==> src/rtl/nba_pkg.sv <==
`timescale 1ns / 1ps
// Shared types and codes for the nearest bone assignment unit.
// No dependencies; imported by the controller, the datapath and the top level.
package nba_pkg;

   localparam logic [1:0] OP_CLEAR = 2'd0;
   localparam logic [1:0] OP_ADD   = 2'd1;
   localparam logic [1:0] OP_QUERY = 2'd2;

   localparam logic [1:0] STAT_OK       = 2'd0;
   localparam logic [1:0] STAT_FULL     = 2'd1;
   localparam logic [1:0] STAT_BAD_BONE = 2'd2;

   // 34-bit squared distance -> 17 root digits
   localparam int SQRT_STEPS = 17;

   typedef struct packed {
      logic [1:0]         operation;
      logic [3:0]         bone_select;
      logic signed [15:0] coord_x;
      logic signed [15:0] coord_y;
      logic signed [15:0] coord_z;
   } req_type;

   typedef struct packed {
      logic [3:0]  bone_number;
      logic [16:0] bone_distance;
      logic        bone_empty;
      logic [3:0]  closest_bone;
      logic [1:0]  status;
      logic        last;
   } rsp_type;

   typedef enum logic [2:0] {
      ST_IDLE,
      ST_CHECK,
      ST_READ,
      ST_SQUARE,
      ST_ACCUM,
      ST_ROOT,
      ST_EMIT
   } state_type;

   typedef struct packed {
      logic accept;
      logic scan_start;
      logic rd_en;
      logic sq_en;
      logic acc_en;
      logic sqrt_start;
      logic sqrt_step;
      logic emit_bone;
      logic bone_next;
   } cmd_type;

   typedef struct packed {
      logic [1:0] req_op;
      logic       rsp_free;
      logic       pt_more;
      logic       bone_any;
      logic       bone_last;
      logic       sqrt_done;
   } stat_type;

endpackage

==> src/rtl/nba_ctrl.sv <==
`timescale 1ns / 1ps
// Sequencer for the nearest bone assignment unit: walks bones and points.
// Depends on nba_pkg; drives the datapath through cmd_type and reads stat_type.
module nba_ctrl (
   input  logic              clock,
   input  logic              reset,
   input  logic              req_valid,
   output logic              req_ready,
   input  nba_pkg::stat_type stat,
   output nba_pkg::cmd_type  cmd
);
   import nba_pkg::*;

   state_type state_ff, state_in;

   always_ff @(posedge clock) begin
      if (reset) begin
         state_ff <= ST_IDLE;
      end else begin
         state_ff <= state_in;
      end
   end

   always_comb begin
      state_in = state_ff;
      unique case (state_ff)
         ST_IDLE: begin
            if (req_valid && stat.rsp_free && stat.req_op == OP_QUERY) begin
               state_in = ST_CHECK;
            end
         end
         ST_CHECK: begin
            priority if (stat.pt_more) begin
               state_in = ST_READ;
            end else if (stat.bone_any) begin
               state_in = ST_ROOT;
            end else begin
               state_in = ST_EMIT;
            end
         end
         ST_READ:   state_in = ST_SQUARE;
         ST_SQUARE: state_in = ST_ACCUM;
         ST_ACCUM:  state_in = ST_CHECK;
         ST_ROOT: begin
            if (stat.sqrt_done) begin
               state_in = ST_EMIT;
            end
         end
         ST_EMIT: begin
            if (stat.rsp_free) begin
               state_in = stat.bone_last ? ST_IDLE : ST_CHECK;
            end
         end
         default: state_in = ST_IDLE;
      endcase
   end

   always_comb begin
      cmd       = '0;
      req_ready = 1'b0;
      unique case (state_ff)
         ST_IDLE: begin
            req_ready      = stat.rsp_free;
            cmd.accept     = req_valid && stat.rsp_free;
            cmd.scan_start = cmd.accept && stat.req_op == OP_QUERY;
         end
         ST_CHECK: begin
            cmd.sqrt_start = !stat.pt_more && stat.bone_any;
         end
         ST_READ:   cmd.rd_en  = 1'b1;
         ST_SQUARE: cmd.sq_en  = 1'b1;
         ST_ACCUM:  cmd.acc_en = 1'b1;
         ST_ROOT:   cmd.sqrt_step = !stat.sqrt_done;
         ST_EMIT: begin
            cmd.emit_bone = stat.rsp_free;
            cmd.bone_next = stat.rsp_free && !stat.bone_last;
         end
         default: ;
      endcase
   end

endmodule

==> config.mk <==
export PLATFORM = sky130hd
export DESIGN_NAME = nba_ctrl
export DESIGN_NICKNAME = d
export VERILOG_FILES = /design/src/rtl/nba_pkg.sv /design/src/rtl/nba_ctrl.sv
export SDC_FILE = /design/constraint.sdc
export NUM_CORES = 1
export LEC_CHECK = 0
export ABC_AREA = 0
export BUFFER_PORTS_ARGS = -buffer_cell sky130_fd_sc_hd__buf_2
export CAP_MARGIN = 10
export CORE_AREA = 2 2 39 41
export CTS_CLUSTER_DIAMETER = 30
export DETAILED_ROUTE_END_ITERATION = 16
export DIE_AREA = 0 0 41 43
export GPL_ROUTABILITY_DRIVEN = 0
export PLACE_DENSITY_LB_ADDON = 0.15
export REMOVE_ABC_BUFFERS = 1
export SYNTH_ARGS = -nofsm -noshare
export SYNTH_HDL_FRONTEND = slang
export SYNTH_SLANG_ARGS = --single-unit
==> constraint.sdc <==
create_clock -name clock -period 1.6 [get_ports clock]
set_clock_uncertainty 0.05 [all_clocks]
set_input_delay 0.32 -clock clock [delete_from_list [all_inputs] [get_ports clock]]
set_output_delay 0.32 -clock clock [all_outputs]
set_load 0.01 [all_outputs]
==> results_dict.tcl <==
set metrics [dict create \
    cts.sinks 3 \
    post_cts_buffers 0 \
    cp_cell_sequence "or3b_4, nor3b_2, buf_2" \
    synth.area.mux_share 0 \
    yosys.area_share.xor_xnor 0 \
    ir_drop_mv 0.160 \
    holdPathEnd "state_ff[2]$_SDFFE_PP0P_" \
    crit_type "reg -> out" \
    synth_fa_ha_area_frac 0 \
    leakagePower_nw 0.255 \
    cp.depth 3 \
    async_flop_share 0 \
    wl_per_cell_um 11.0 \
    end_kind "output port" \
    hpwlAfterDp_um 614 \
    dpl_cell_area_sq_um 435 \
    start_util 0.211 \
    cts-root-buf "clkbuf_4" \
    ys_seq_area_frac 0.206 \
    crit_fanout 2 \
    area_growth_syn_to_layout_pct 77.3 \
    drtPass1Iterations 2 \
    avgSynthCellArea_sq_um 7.88 \
    grt_max_degree 13 \
    max_slew.worst_pin.slew_ps 235 \
    synth_area_sq_um 292 \
    finalHoldViolCount 0 \
    fin_util 0.373 \
    finalSetupViolations 0 \
    clkLatencyLatePin_ps 230 \
    ioPinCount 20 \
    antenna_found_initial 0 \
    max-slew-margin-rel 0.841 \
    status "finished clean" \
    yosys_warnings 0 \
    drive_gt1_frac 0.635 \
    grtUsageTotal 0.107 \
    critPathMaxStageDelay_ps 370 \
    via_count 385 \
    synth_top_family_by_area "simple AND/OR/NAND/NOR gates" \
    io_buffers 19 \
    drtIter0Drc 4 \
    antenna_left 0 \
    total_power_uw 280 \
    cp.arrival_ps 1200 \
    min_path_type "in -> reg" \
    yosys.area_share.simple 0.515 \
    ys_seq_elements 3 \
    ys_types 23 \
    crit_required_ps 1230 \
    die-area_sq_um 1760 \
    period_share 0.983 \
    min-delay-start "reset" \
    antennaDiodeCount 0 \
    yosys.area.top_type_share 0.206 \
    netlist_instances 37 \
    cap_violations 0 \
    finalMaxSlewViolations 0 \
    reg_top3 "state_ff (3)" \
    cts_buffer_depth 2 \
    die_y_um 43 \
    ctsHoldBuffers 0 \
    htreeDepth 1 \
    grt_pass1_wl_um 1300 \
    crit_buf_inv 1 \
    final_cell_area_sq_um 517 \
    period_needed_ps 1570 \
    cts.reportedPaths.clkPinSlew_ps 40 \
    cts_tree "built" \
    r2r_cells 3 \
    fp.dieW_um 41 \
    start_kind "register" \
    overflow 0 \
    fmax_mhz 636 \
    grt_pass1_vias 352 \
    crit_family "simple AND/OR/NAND/NOR gates" \
    numCtsBuffers 3 \
    slowest_stage "or3b_4" \
    yosysTopAreaCell "dfxtp_1" \
    nNetsFinal 74 \
    hold_depth 2 \
    regMostFlops "state_ff" \
    drc 0 \
    vias_per_cell 4.87 \
    synth_edf_count 0 \
    ys.flop_type "dfxtp_1" \
    fill_cells 153 \
    r2r_end "state_ff[1]$_SDFFE_PP0P_" \
    wl_um 872 \
    synthTopCellsByCount "a21oi_1 (4), nor2b_1 (4), nor3b_1 (4)" \
    largest_reg_flops 3 \
    final_cells 79 \
    core_sq_um 1380 \
    reg2reg_from "state_ff[2]$_SDFFE_PP0P_" \
    synth_compound_area_frac 0.223 \
    ys_top_cells_by_area "dfxtp_1 (21%), nor3b_1 (10%), nor2b_1 (8.6%)" \
    place_inst 75 \
    rows 14 \
    rsz0062_at_grt "true" \
    rrSetupSlack_ps 360 \
    power_density_nw_per_um2 541 \
]
## cell type report
cell class | instances | area, sq um | area share
clock buffers | 4 | 26.3 | 0.0508
repair buffers | 25 | 140 | 0.271
well taps | 16 | 20.0 | 0.0387
flip-flops and latches | 3 | 66.3 | 0.128
multi-input cells | 31 | 264 | 0.511
## per-stage QoR
step / hold WS, ps / setup WS (ps) / setup TNS, ps
4_1_cts: 221 / -10.2 / -10.2
3_3_place_gp: 481 / 106 / 0
6_report: 230 / 26.8 / 0
5_1_grt: 236 / -23.4 / -46.4
3_5_place_dp: 474 / 97.3 / 0
2_1_floorplan: 339 / 138 / 0
## placed cells by master (no fill, tap or decap), drive strengths merged
master,synthesis,final
o21ai,2,2
a21oi,4,4
or3b,2,2
nand4b,1,1
and3b,1,1
nor4,1,1
nor2b,4,4
a22o,1,1
a21o,1,1
a221o,1,1
nand3b,1,1
a211o,1,1
buf,1,25
clkbuf,2,4
and2,2,2
nor3b,4,4
and3,2,2
nand2b,1,1
nor4bb,1,1
dfxtp,3,3
nor3,1,1
## power breakdown
group / leakage [nW] / total [mW] / internal (mW) / switching (mW)
Sequential: 0.0260 / 0.0824 / 0.0767 / 0.00574
Clock: 0.0150 / 0.132 / 0.0934 / 0.0387
Combinational: 0.214 / 0.0651 / 0.0375 / 0.0277
Total: 0.255 / 0.280 / 0.208 / 0.0721
## cells by family (layout without fill, tap and decap cells)
| family | after synthesis | count (layout) |
|---|---|---|
| flops | 3 | 3 |
| simple gates | 21 | 21 |
| compound gates | 10 | 10 |
| buf+inv | 3 | 29 |
## metal layers
layer  GRT usage  vias up  share of wire
met5           0        -              0
met4      0.0800        0              0
met3           0        0          0.031
met2       0.163       10           0.51
met1       0.137      182           0.46
li1            -      193              -
## how the worst max path moves through the flow
stage | slack (ps) | to | from
floorplan | 140 | cmd[3] | state_ff[1]$_SDFFE_PP0P_
global placement | 110 | cmd[3] | stat[3]
detailed placement | 100 | cmd[3] | stat[3]
CTS | -10 | cmd[3] | state_ff[1]$_SDFFE_PP0P_
global route | -20 | cmd[3] | state_ff[1]$_SDFFE_PP0P_
finish | 30 | cmd[3] | state_ff[1]$_SDFFE_PP0P_
## timing repair
action / in CTS / in global routing
pin swaps: 2 / 1
resized for setup: 7 / 7
setup endpoints to repair: 5 / 5
No activity file was read; power rests on OpenSTA's default activity.
